<file path="config.mk">
export PLATFORM = sky130hd
export DESIGN_NAME = rpn_stack_evaluator_top_flat
export DESIGN_NICKNAME = d
export VERILOG_FILES = /design/src/rpn_pkg.sv /design/src/rpn_in_if.sv /design/src/rpn_out_if.sv /design/src/rpn_stack_evaluator_top.sv /design/src/rpn_divider.sv /design/src/rpn_datapath.sv /design/src/rpn_ctrl.sv /design/src/flat_wrapper.sv
export SDC_FILE = /design/constraint.sdc
export NUM_CORES = 2
export LEC_CHECK = 0
export ABC_AREA = 0
export BUFFER_PORTS_ARGS = -buffer_cell sky130_fd_sc_hd__buf_2
export CAP_MARGIN = 40
export CORE_AREA = 8 8 257 382
export DETAILED_ROUTE_END_ITERATION = 10
export DIE_AREA = 0 0 265 390
export PLACE_DENSITY = 0.78
export RECOVER_POWER = 25
export SYNTH_ARGS = -nofsm -noshare
export SYNTH_HDL_FRONTEND = slang
export SYNTH_SLANG_ARGS = --single-unit
</file>
<file path="constraint.sdc">
create_clock -name clk -period 8.2 [get_ports clk]
set_input_delay 0.41 -clock clk [delete_from_list [all_inputs] [get_ports clk]]
set_output_delay 0.41 -clock clk [all_outputs]
set_load 0.01 [all_outputs]
</file>
<file path="src/rpn_pkg.sv">
// rpn_pkg: shared constants, status codes and the controller/datapath command
// and status structs for the reverse Polish evaluator
// no dependencies

package rpn_pkg;

	localparam int STACK_DEPTH = 16;
	localparam int ADDR_W      = (STACK_DEPTH > 1) ? $clog2(STACK_DEPTH) : 1;
	localparam int CNT_W       = $clog2(STACK_DEPTH + 1);
	localparam int DATA_W      = 32;
	localparam int STEP_W      = $clog2(DATA_W);

	localparam logic [7:0] CHR_ZERO  = 8'h30;
	localparam logic [7:0] CHR_NINE  = 8'h39;
	localparam logic [7:0] CHR_PLUS  = 8'h2B;
	localparam logic [7:0] CHR_MINUS = 8'h2D;
	localparam logic [7:0] CHR_MUL   = 8'h2A;
	localparam logic [7:0] CHR_DIV   = 8'h2F;

	typedef enum logic [2:0] {
		ST_OK     = 3'd0,
		ST_UNDER  = 3'd1,
		ST_DIVZ   = 3'd2,
		ST_OVER   = 3'd3,
		ST_NOTONE = 3'd4
	} rpn_status_t;

	// commands from the sequencer to the datapath
	typedef struct packed {
		logic load;
		logic digit;
		logic flush;
		logic set_under;
		logic set_divz;
		logic rd_top;
		logic rd_next;
		logic rd_base;
		logic cap_rhs;
		logic exec;
		logic div_start;
		logic div_write;
		logic emit;
	} rpn_cmd_t;

	// flags back from the datapath
	typedef struct packed {
		logic is_digit;
		logic is_op;
		logic is_div;
		logic last;
		logic err_any;
		logic cnt_lt2;
		logic rhs_zero;
		logic div_done;
		logic out_free;
	} rpn_flags_t;

endpackage

</file>
<file path="src/rpn_in_if.sv">
// rpn_in_if: expression byte channel with valid/ready handshake
// no dependencies

interface rpn_in_if;
	logic       valid;
	logic       ready;
	logic [7:0] in_byte;
	logic       end_of_expr;

	modport source (output valid, output in_byte, output end_of_expr, input ready);
	modport sink   (input valid, input in_byte, input end_of_expr, output ready);
endinterface

</file>
<file path="src/rpn_out_if.sv">
// rpn_out_if: result channel carrying value and status, valid/ready handshake
// no dependencies

interface rpn_out_if;
	logic               valid;
	logic               ready;
	logic signed [31:0] value;
	logic [2:0]         status;

	modport source (output valid, output value, output status, input ready);
	modport sink   (input valid, input value, input status, output ready);
endinterface

</file>
<file path="src/rpn_stack_evaluator_top.sv">
// Reverse Polish evaluator: takes one ASCII byte per transfer on in_ch and,
// for the byte marked end_of_expr, gives one value/status transfer on out_ch.
// Digits pass through decode and finish; other bytes flush the pending number, and
// operators then check the stack, read both operands and execute, '/' in the 32-step
// shift-subtract divider; an operator meeting an earlier error or too few values ends
// at the check, a zero divisor at execute. The expression's last byte then reads the
// stack base and loads the result register, waiting only while an earlier result is
// unclaimed. The result register lets the next expression start while a result waits.
// Depends on rpn_pkg, rpn_in_if, rpn_out_if, rpn_ctrl, rpn_datapath.

module rpn_stack_evaluator_top
	import rpn_pkg::*;
(
	input  logic     clk,
	input  logic     arst_n,
	rpn_in_if.sink   in_ch,
	rpn_out_if.source out_ch
);

	rpn_cmd_t   cmd;
	rpn_flags_t flags;
	logic [31:0] value_bits;

	rpn_ctrl u_ctrl (
		.clk      (clk),
		.arst_n   (arst_n),
		.in_valid (in_ch.valid),
		.in_ready (in_ch.ready),
		.flags    (flags),
		.cmd      (cmd)
	);

	rpn_datapath u_dp (
		.clk         (clk),
		.arst_n      (arst_n),
		.cmd         (cmd),
		.flags       (flags),
		.in_byte     (in_ch.in_byte),
		.end_of_expr (in_ch.end_of_expr),
		.out_valid   (out_ch.valid),
		.out_ready   (out_ch.ready),
		.out_value   (value_bits),
		.out_status  (out_ch.status)
	);

	assign out_ch.value = $signed(value_bits);

endmodule

</file>
<file path="src/rpn_divider.sv">
// rpn_divider: iterative signed 32-bit divider, one quotient bit per cycle,
// truncating toward zero; uses rpn_pkg

module rpn_divider
	import rpn_pkg::*;
(
	input  logic              clk,
	input  logic              arst_n,
	input  logic              start,
	input  logic [DATA_W-1:0] dividend,
	input  logic [DATA_W-1:0] divisor,
	output logic              done,
	output logic [DATA_W-1:0] quotient
);

	logic              busy_q;
	logic              done_q;
	logic [STEP_W-1:0] step_q;
	logic [DATA_W-1:0] rem_q;
	logic [DATA_W-1:0] quo_q;
	logic [DATA_W-1:0] dvs_q;
	logic              neg_q;

	logic [DATA_W:0]   shifted;
	logic [DATA_W:0]   diff;
	logic              fits;

	assign shifted = {rem_q, quo_q[DATA_W-1]};
	assign diff    = shifted - {1'b0, dvs_q};
	assign fits    = shifted >= {1'b0, dvs_q};

	always_ff @(posedge clk or negedge arst_n) begin
		if (!arst_n) begin
			busy_q <= 1'b0;
			done_q <= 1'b0;
			step_q <= '0;
		end else if (start) begin
			busy_q <= 1'b1;
			done_q <= 1'b0;
			step_q <= '0;
		end else if (busy_q) begin
			step_q <= step_q + 1'b1;
			if (step_q == STEP_W'(DATA_W - 1)) begin
				busy_q <= 1'b0;
				done_q <= 1'b1;
			end
		end
	end

	// magnitudes go in, sign is put back at the end
	always_ff @(posedge clk) begin
		if (start) begin
			rem_q <= '0;
			quo_q <= dividend[DATA_W-1] ? (~dividend + 1'b1) : dividend;
			dvs_q <= divisor[DATA_W-1] ? (~divisor + 1'b1) : divisor;
			neg_q <= dividend[DATA_W-1] ^ divisor[DATA_W-1];
		end else if (busy_q) begin
			rem_q <= fits ? diff[DATA_W-1:0] : shifted[DATA_W-1:0];
			quo_q <= {quo_q[DATA_W-2:0], fits};
		end
	end

	assign done     = done_q;
	assign quotient = neg_q ? (~quo_q + 1'b1) : quo_q;

endmodule

</file>
<file path="src/rpn_datapath.sv">
// rpn_datapath: byte register, number accumulator, value stack memory, alu,
// error register and result register; uses rpn_pkg and rpn_divider

module rpn_datapath
	import rpn_pkg::*;
(
	input  logic         clk,
	input  logic         arst_n,
	input  rpn_cmd_t     cmd,
	output rpn_flags_t   flags,
	input  logic [7:0]   in_byte,
	input  logic         end_of_expr,
	output logic         out_valid,
	input  logic         out_ready,
	output logic [31:0]  out_value,
	output logic [2:0]   out_status
);

	logic [7:0]        byte_q;
	logic              last_q;
	logic [DATA_W-1:0] acc_q;
	logic              in_num_q;
	rpn_status_t       err_q;
	logic [CNT_W-1:0]  cnt_q;
	logic [DATA_W-1:0] rhs_q;
	logic [DATA_W-1:0] rd_q;
	logic [DATA_W-1:0] mem [STACK_DEPTH];
	logic              out_valid_q;
	logic [DATA_W-1:0] value_q;
	rpn_status_t       status_q;

	logic [CNT_W-1:0]  cnt_m1;
	logic [CNT_W-1:0]  cnt_m2;
	logic [ADDR_W-1:0] rd_addr;
	logic [ADDR_W-1:0] wr_addr;
	logic [DATA_W-1:0] wr_data;
	logic              wr_en;
	logic [DATA_W-1:0] acc_next;
	logic [DATA_W-1:0] alu_res;
	logic [DATA_W-1:0] quotient;
	logic              div_done;
	logic              push_ok;
	logic              pushing;

	assign cnt_m1 = cnt_q - 1'b1;
	assign cnt_m2 = cnt_q - CNT_W'(2);

	// acc * 10 + digit, wrapping
	assign acc_next = {acc_q[DATA_W-4:0], 3'b000} + {acc_q[DATA_W-2:0], 1'b0}
	                + {{(DATA_W-4){1'b0}}, byte_q[3:0]};

	always_comb begin
		case (byte_q)
			CHR_PLUS:  alu_res = rd_q + rhs_q;
			CHR_MINUS: alu_res = rd_q - rhs_q;
			default:   alu_res = rd_q * rhs_q;
		endcase
	end

	assign pushing = cmd.flush && in_num_q && (err_q == ST_OK);
	assign push_ok = cnt_q < CNT_W'(STACK_DEPTH);

	always_comb begin
		wr_en   = 1'b0;
		wr_addr = cnt_q[ADDR_W-1:0];
		wr_data = acc_q;
		if (pushing && push_ok) begin
			wr_en = 1'b1;
		end else if (cmd.exec) begin
			wr_en   = 1'b1;
			wr_addr = cnt_m2[ADDR_W-1:0];
			wr_data = alu_res;
		end else if (cmd.div_write) begin
			wr_en   = 1'b1;
			wr_addr = cnt_m2[ADDR_W-1:0];
			wr_data = quotient;
		end
	end

	always_comb begin
		rd_addr = cnt_m1[ADDR_W-1:0];
		if (cmd.rd_next) begin
			rd_addr = cnt_m2[ADDR_W-1:0];
		end else if (cmd.rd_base) begin
			rd_addr = '0;
		end
	end

	always_ff @(posedge clk) begin
		if (wr_en) begin
			mem[wr_addr] <= wr_data;
		end
		if (cmd.rd_top || cmd.rd_next || cmd.rd_base) begin
			rd_q <= mem[rd_addr];
		end
	end

	always_ff @(posedge clk) begin
		if (cmd.load) begin
			byte_q <= in_byte;
			last_q <= end_of_expr;
		end
		if (cmd.cap_rhs) begin
			rhs_q <= rd_q;
		end
		if (cmd.emit) begin
			value_q  <= ((err_q == ST_OK) && (cnt_q == CNT_W'(1))) ? rd_q : '0;
			status_q <= (err_q != ST_OK) ? err_q :
			            (cnt_q != CNT_W'(1)) ? ST_NOTONE : ST_OK;
		end
	end

	always_ff @(posedge clk or negedge arst_n) begin
		if (!arst_n) begin
			acc_q       <= '0;
			in_num_q    <= 1'b0;
			err_q       <= ST_OK;
			cnt_q       <= '0;
			out_valid_q <= 1'b0;
		end else begin
			if (out_valid_q && out_ready) begin
				out_valid_q <= 1'b0;
			end
			if (cmd.emit) begin
				out_valid_q <= 1'b1;
				acc_q       <= '0;
				in_num_q    <= 1'b0;
				err_q       <= ST_OK;
				cnt_q       <= '0;
			end else if (cmd.digit) begin
				if (err_q == ST_OK) begin
					acc_q    <= acc_next;
					in_num_q <= 1'b1;
				end
			end else if (cmd.flush) begin
				acc_q    <= '0;
				in_num_q <= 1'b0;
				if (pushing) begin
					if (push_ok) begin
						cnt_q <= cnt_q + 1'b1;
					end else begin
						err_q <= ST_OVER;
					end
				end
			end else if (cmd.set_under) begin
				err_q <= ST_UNDER;
			end else if (cmd.set_divz) begin
				err_q <= ST_DIVZ;
			end else if (cmd.exec || cmd.div_write) begin
				cnt_q <= cnt_m1;
			end
		end
	end

	rpn_divider u_div (
		.clk      (clk),
		.arst_n   (arst_n),
		.start    (cmd.div_start),
		.dividend (rd_q),
		.divisor  (rhs_q),
		.done     (div_done),
		.quotient (quotient)
	);

	assign flags.is_digit = (byte_q >= CHR_ZERO) && (byte_q <= CHR_NINE);
	assign flags.is_op    = (byte_q == CHR_PLUS) || (byte_q == CHR_MINUS)
	                     || (byte_q == CHR_MUL) || (byte_q == CHR_DIV);
	assign flags.is_div   = byte_q == CHR_DIV;
	assign flags.last     = last_q;
	assign flags.err_any  = err_q != ST_OK;
	assign flags.cnt_lt2  = cnt_q < CNT_W'(2);
	assign flags.rhs_zero = rhs_q == '0;
	assign flags.div_done = div_done;
	assign flags.out_free = !out_valid_q || out_ready;

	assign out_valid  = out_valid_q;
	assign out_value  = value_q;
	assign out_status = status_q;

endmodule

</file>
<file path="src/rpn_ctrl.sv">
// rpn_ctrl: sequencer for the evaluator, steps each byte through decode,
// operand reads, execution and the end-of-expression result; uses rpn_pkg

module rpn_ctrl
	import rpn_pkg::*;
(
	input  logic       clk,
	input  logic       arst_n,
	input  logic       in_valid,
	output logic       in_ready,
	input  rpn_flags_t flags,
	output rpn_cmd_t   cmd
);

	typedef enum logic [8:0] {
		S_IDLE   = 9'b000000001,
		S_DECODE = 9'b000000010,
		S_CHECK  = 9'b000000100,
		S_RD_RHS = 9'b000001000,
		S_EXEC   = 9'b000010000,
		S_DIV    = 9'b000100000,
		S_FINISH = 9'b001000000,
		S_FINAL  = 9'b010000000,
		S_EMIT   = 9'b100000000
	} state_t;

	state_t state_q;
	state_t state_d;

	always_comb begin
		state_d  = state_q;
		cmd      = '0;
		in_ready = 1'b0;
		unique case (state_q)
			S_IDLE: begin
				in_ready = 1'b1;
				if (in_valid) begin
					cmd.load = 1'b1;
					state_d  = S_DECODE;
				end
			end
			S_DECODE: begin
				if (flags.is_digit) begin
					cmd.digit = 1'b1;
					state_d   = S_FINISH;
				end else begin
					// pending number goes on the stack before the operator
					cmd.flush = 1'b1;
					state_d   = flags.is_op ? S_CHECK : S_FINISH;
				end
			end
			S_CHECK: begin
				if (flags.err_any) begin
					state_d = S_FINISH;
				end else if (flags.cnt_lt2) begin
					cmd.set_under = 1'b1;
					state_d       = S_FINISH;
				end else begin
					cmd.rd_top = 1'b1;
					state_d    = S_RD_RHS;
				end
			end
			S_RD_RHS: begin
				cmd.cap_rhs = 1'b1;
				cmd.rd_next = 1'b1;
				state_d     = S_EXEC;
			end
			S_EXEC: begin
				if (!flags.is_div) begin
					cmd.exec = 1'b1;
					state_d  = S_FINISH;
				end else if (flags.rhs_zero) begin
					cmd.set_divz = 1'b1;
					state_d      = S_FINISH;
				end else begin
					cmd.div_start = 1'b1;
					state_d       = S_DIV;
				end
			end
			S_DIV: begin
				if (flags.div_done) begin
					cmd.div_write = 1'b1;
					state_d       = S_FINISH;
				end
			end
			S_FINISH: begin
				if (flags.last) begin
					cmd.flush = 1'b1;
					state_d   = S_FINAL;
				end else begin
					state_d = S_IDLE;
				end
			end
			S_FINAL: begin
				cmd.rd_base = 1'b1;
				state_d     = S_EMIT;
			end
			S_EMIT: begin
				// hold until the result register is free
				if (flags.out_free) begin
					cmd.emit = 1'b1;
					state_d  = S_IDLE;
				end
			end
			default: begin
				state_d = S_IDLE;
			end
		endcase
	end

	always_ff @(posedge clk or negedge arst_n) begin
		if (!arst_n) begin
			state_q <= S_IDLE;
		end else begin
			state_q <= state_d;
		end
	end

endmodule
</file>
<file path="src/flat_wrapper.sv">
// flat-port wrapper written by rule: the top's interface ports become plain ports
module rpn_stack_evaluator_top_flat import rpn_pkg::*;
  (clk, arst_n, in_ch_valid, in_ch_in_byte, in_ch_end_of_expr, in_ch_ready, out_ch_valid, out_ch_value, out_ch_status, out_ch_ready);
  rpn_in_if in_ch_i ();
  rpn_out_if out_ch_i ();
  input  logic clk;
  input  logic arst_n;
  input wire logic [$bits(in_ch_i.valid)-1:0] in_ch_valid;
  input wire logic [$bits(in_ch_i.in_byte)-1:0] in_ch_in_byte;
  input wire logic [$bits(in_ch_i.end_of_expr)-1:0] in_ch_end_of_expr;
  output wire logic [$bits(in_ch_i.ready)-1:0] in_ch_ready;
  output wire logic [$bits(out_ch_i.valid)-1:0] out_ch_valid;
  output wire logic [$bits(out_ch_i.value)-1:0] out_ch_value;
  output wire logic [$bits(out_ch_i.status)-1:0] out_ch_status;
  input wire logic [$bits(out_ch_i.ready)-1:0] out_ch_ready;
  assign in_ch_i.valid = in_ch_valid;
  assign in_ch_i.in_byte = in_ch_in_byte;
  assign in_ch_i.end_of_expr = in_ch_end_of_expr;
  assign in_ch_ready = in_ch_i.ready;
  assign out_ch_valid = out_ch_i.valid;
  assign out_ch_value = out_ch_i.value;
  assign out_ch_status = out_ch_i.status;
  assign out_ch_i.ready = out_ch_ready;
  rpn_stack_evaluator_top u_core (.clk(clk), .arst_n(arst_n), .in_ch(in_ch_i), .out_ch(out_ch_i));
endmodule
</file>
==> key figures <==
Drt
  • Initial drt markers: 3,262
  • Via/cell ratio: 6.20
  • Total number of vias: 38,400
  • Final wirelength: 151,000 um
  • Drt pass-1 iters: 6
  • Count of antenna-violating nets left after detailed routing: 0
  • WL per Instance: 24.4 um
  • DRC viols: 0

Floorplanning
  • Die area: 103,000 um2
  • Die height: 390 um
  • IO Count: 50
  • Site Rows: 137
  • Initial core utilization: 0.584
  • Die W: 265 um
  • Core area: 92,600 um2

Pwr
  • Pwr dens: 237 nW/um2
  • Tot Pwr: 13.9 mW
  • Leakage: 24.0 nW
  • Max IR drop VDD: 500 uV

Timing
  • Max-slew violations: 300
  • Max Freq: 0.125 GHz
  • Max-slew headroom: -1.23
  • Setup ws final: 171 ps
  • Period utilization: 0.979
  • Skew final: 39.5 ps
  • Endpoints failing hold: 0
  • Final setup TNS: 0 ps
  • Least-Margin Pin Slew: 3340 ps
  • Tmin final: 8030 ps
  • Final Setup Violations: 0
  • Hold_ws: 449 ps

Synth
  • #FFs+latches synth: 774
  • Dominant combinational cell family by area after synthesis: adder cells
  • Main synth FF type: edfxtp_1
  • Synthesized-area fraction occupied by and/or/nand/nor cells: 0.126
  • Synth Area in XOR/XNOR: 0.0462
  • Synth Area in Compound Gates: 0.118
  • Syn avg cell area: 11.0 um2
  • Largest area contributor in the netlist: edfxtp_1
  • Synth cell count leaders: edfxtp_1 (685), nand2_1 (451), inv_1 (449)
  • Synth top area share: 0.381
  • Sequential area share after synthesis: 0.419
  • Yosys cell types: 87
  • Mux contribution to synthesized area: 0.0273
  • Synth area leaders: edfxtp_1 (38%), fa_1 (15%), ha_1 (5.9%)
  • Area share of fa/ha/maj cells after synthesis: 0.212
  • Yosys warnings: 0
  • Post-Syn Area: 54,100 um2
  • Post-synth EDFFs: 685
  • Gate Count Post-Synth: 4,910
  • Most frequent cell after synthesis: edfxtp_1
  • Post-synth ARST share: 0.0736
  • Syn nets: 5,591

Critical path
  • Buf/Inv on CP: 4
  • Worst Setup SP: u_core.u_dp.rhs_q[2]
  • Worst-case reg-to-reg path depth: 24
  • Crit path cell chain: and2_1 -> fa_1 -> inv_1 -> fa_1 -> fa_1 -> fa_1 -> inv_1 -> fa_1 -> ha_1 -> fa_1 -> fa_1 -> ha_1 -> or4_1 -> a211o_1 -> a21o_1 -> a21o_1 -> and3_1 -> o41ai_2 -> o311ai_0 -> buf_4 -> xnor2_1 -> o221ai_1 -> a21oi_1 -> buf_4
  • Crit-path max cell delay: 580 ps
  • R2R Setup Slk: 170 ps
  • Worst EP arrival: 8440 ps
  • CP Max Fanout: 16
  • Most used cell, CP: fa_1
  • Family with the most delay on the worst path: adder cells
  • Crit path kind: reg -> reg
  • Worst Setup End Kind: flop
  • Stages on the worst setup path: 24
  • Launch point of the worst reg-to-reg path: u_core.u_dp.rhs_q[2]
  • CP required: 8610 ps
  • Crit-path slowest cell: or4_1
  • Reg2reg end: u_core.u_dp.mem[1][31]
  • Crit start category: flop
  • CP Capture Point: u_core.u_dp.mem[1][31]

Clock network
  • Num Clock Sinks: 774
  • Root Driver: clkbuf_16
  • Clock Path Buffers: 3
  • H-tree depth: 3
  • CTS tree: yes
  • Worst-path clk slew: 70 ps
  • CTS Buf Count: 76
  • Latest clock arrival within the worst-skew pair: 700 ps

GRT
  • First-pass GRT wire length: 230,000 um
  • Global Route met1 Usage: 0.334
  • Top Usage Layer GRT: met2
  • GR Util met2: 0.505
  • Vias in the first global route: 39,269
  • Largest net degree at the start of global routing: 171
  • Initial antenna violation count: 4
  • Grt ovf: 0
  • Met3 GRT Util: 0.0504
  • GRT Total Usage: 0.292

Min path
  • Hold WC Path Type: in -> reg

Placed design
  • GPL Wtd Cong: 0.980
  • Placed Area: 56,400 um2
  • Port Buf Inserts: 49
  • HPWL after DPL: 107,000 um
  • Dpl cells: 6,031
  • Pre-CTS setup slack: 220 ps

Cells and area
  • Post-layout util: 0.636
  • Layout area overhead: 8.90%
  • Non-Filler Instances: 6,193
  • Filler instances: 7,222
  • Layout cells sized above 1: 0.0686
  • Finished layout cell area: 58,900 um2
  • Nets: 5,629

Run status
  • Status: finished with violations
  • Failing checks: max-capacitance violations, max-slew violations

Job
  • Max Cap Viol: 8
placed cells by master, fill, tap and decap left out, types with 17 or more instances in the layout:
master and count:
nor3_1 45, clkbuf_1 71, o31ai_1 41, o21ai_0 166, a21oi_1 254, xnor2_1 168, fa_1 412, o211a_1 17
edfxtp_1 685, nand2_1 450, and3_1 42, dfxtp_1 32, a21o_1 42, a211oi_1 247, or3_1 26, nor2b_1 146
buf_4 149, o21a_1 27, inv_1 449, nand2b_1 30, xor2_1 117, and2_1 317, mux2i_1 144, nand3_1 43
dfrtp_1 55, clkbuf_16 77, ha_1 256, nor2_1 131, o211ai_1 25
cell type report:
type                            instances  area, um2  share of cell area
Antenna cell                            1       2.50           0.0000425
Clock buffer                           92       1990              0.0339
Clock inverter                         49        459             0.00780
Inverter                              450       1690              0.0287
Multi-Input combinational cell       3400      28800               0.489
Sequential cell                       774      22600               0.385
Tap cell                             1181       1480              0.0251
Timing Repair Buffer                  246       1820              0.0309
kinds of logic after synthesis:
group | Yosys count
buffers and inverters | 736
AOI/OAI and AO/OA | 970
muxes | 147
adders and majority gates | 668
DFF | 774
xor gates and xnor gates | 285
and+or+nand+nor | 1330
worst min path at each step:
stage | from | end | depth (start not counted)
floorplan | arst_n | u_core.u_ctrl.state_q[1] | 0
global placement | u_core.u_dp.in_num_q | u_core.u_dp.in_num_q | 2
detailed placement | u_core.u_dp.in_num_q | u_core.u_dp.in_num_q | 2
CTS | in_ch_in_byte[6] | u_core.u_dp.byte_q[6] | 2
global route | in_ch_in_byte[6] | u_core.u_dp.byte_q[6] | 2
finish | in_ch_end_of_expr | u_core.u_dp.last_q | 2
where the power goes:
part	leakage, nW	switching, mW	internal (mW)
registers	7.23	0.167	4.83
logic	15.6	3.57	1.85
clock network	1.19	1.59	1.92
total	24.0	5.32	8.60
flip-flops by register name (all words and copies together), names as in the netlist:
signal                    cells
u_core.u_ctrl.state_q         9
u_core.u_dp.u_div.dvs_q      32
u_core.u_dp.in_num_q          1
u_core.u_dp.mem             512
u_core.u_dp.rd_q             32
u_core.u_dp.u_div.neg_q       1
u_core.u_dp.acc_q            32
u_core.u_dp.u_div.done        1
u_core.u_dp.byte_q            8
u_core.u_dp.out_valid         1
u_core.u_dp.last_q            1
u_core.u_dp.out_value        32
u_core.u_dp.rhs_q            32
u_core.u_dp.cnt_q             5
u_core.u_dp.u_div.step_q      5
u_core.u_dp.u_div.rem_q      32
u_core.u_dp.u_div.busy_q      1
u_core.u_dp.out_status        3
u_core.u_dp.err_q             2
u_core.u_dp.u_div.quo_q      32
per-layer routing:
| metal | vias up | wire length, um |
|---|---|---|
| met1 | 18997 | 53800 |
| met2 | 1712 | 75200 |
| met3 | 608 | 10900 |
| li1 | 17081 | - |
| met5 | - | 16 |
| met4 | 2 | 11000 |
repair_timing:
item	in CTS	in global routing
gates resized for setup	0	3
hold endpoints to repair	68	0
buffers inserted	0	7
hold buffers	12	0
setup endpoints to repair	0	48
No activity file was read; power rests on OpenSTA's default activity.
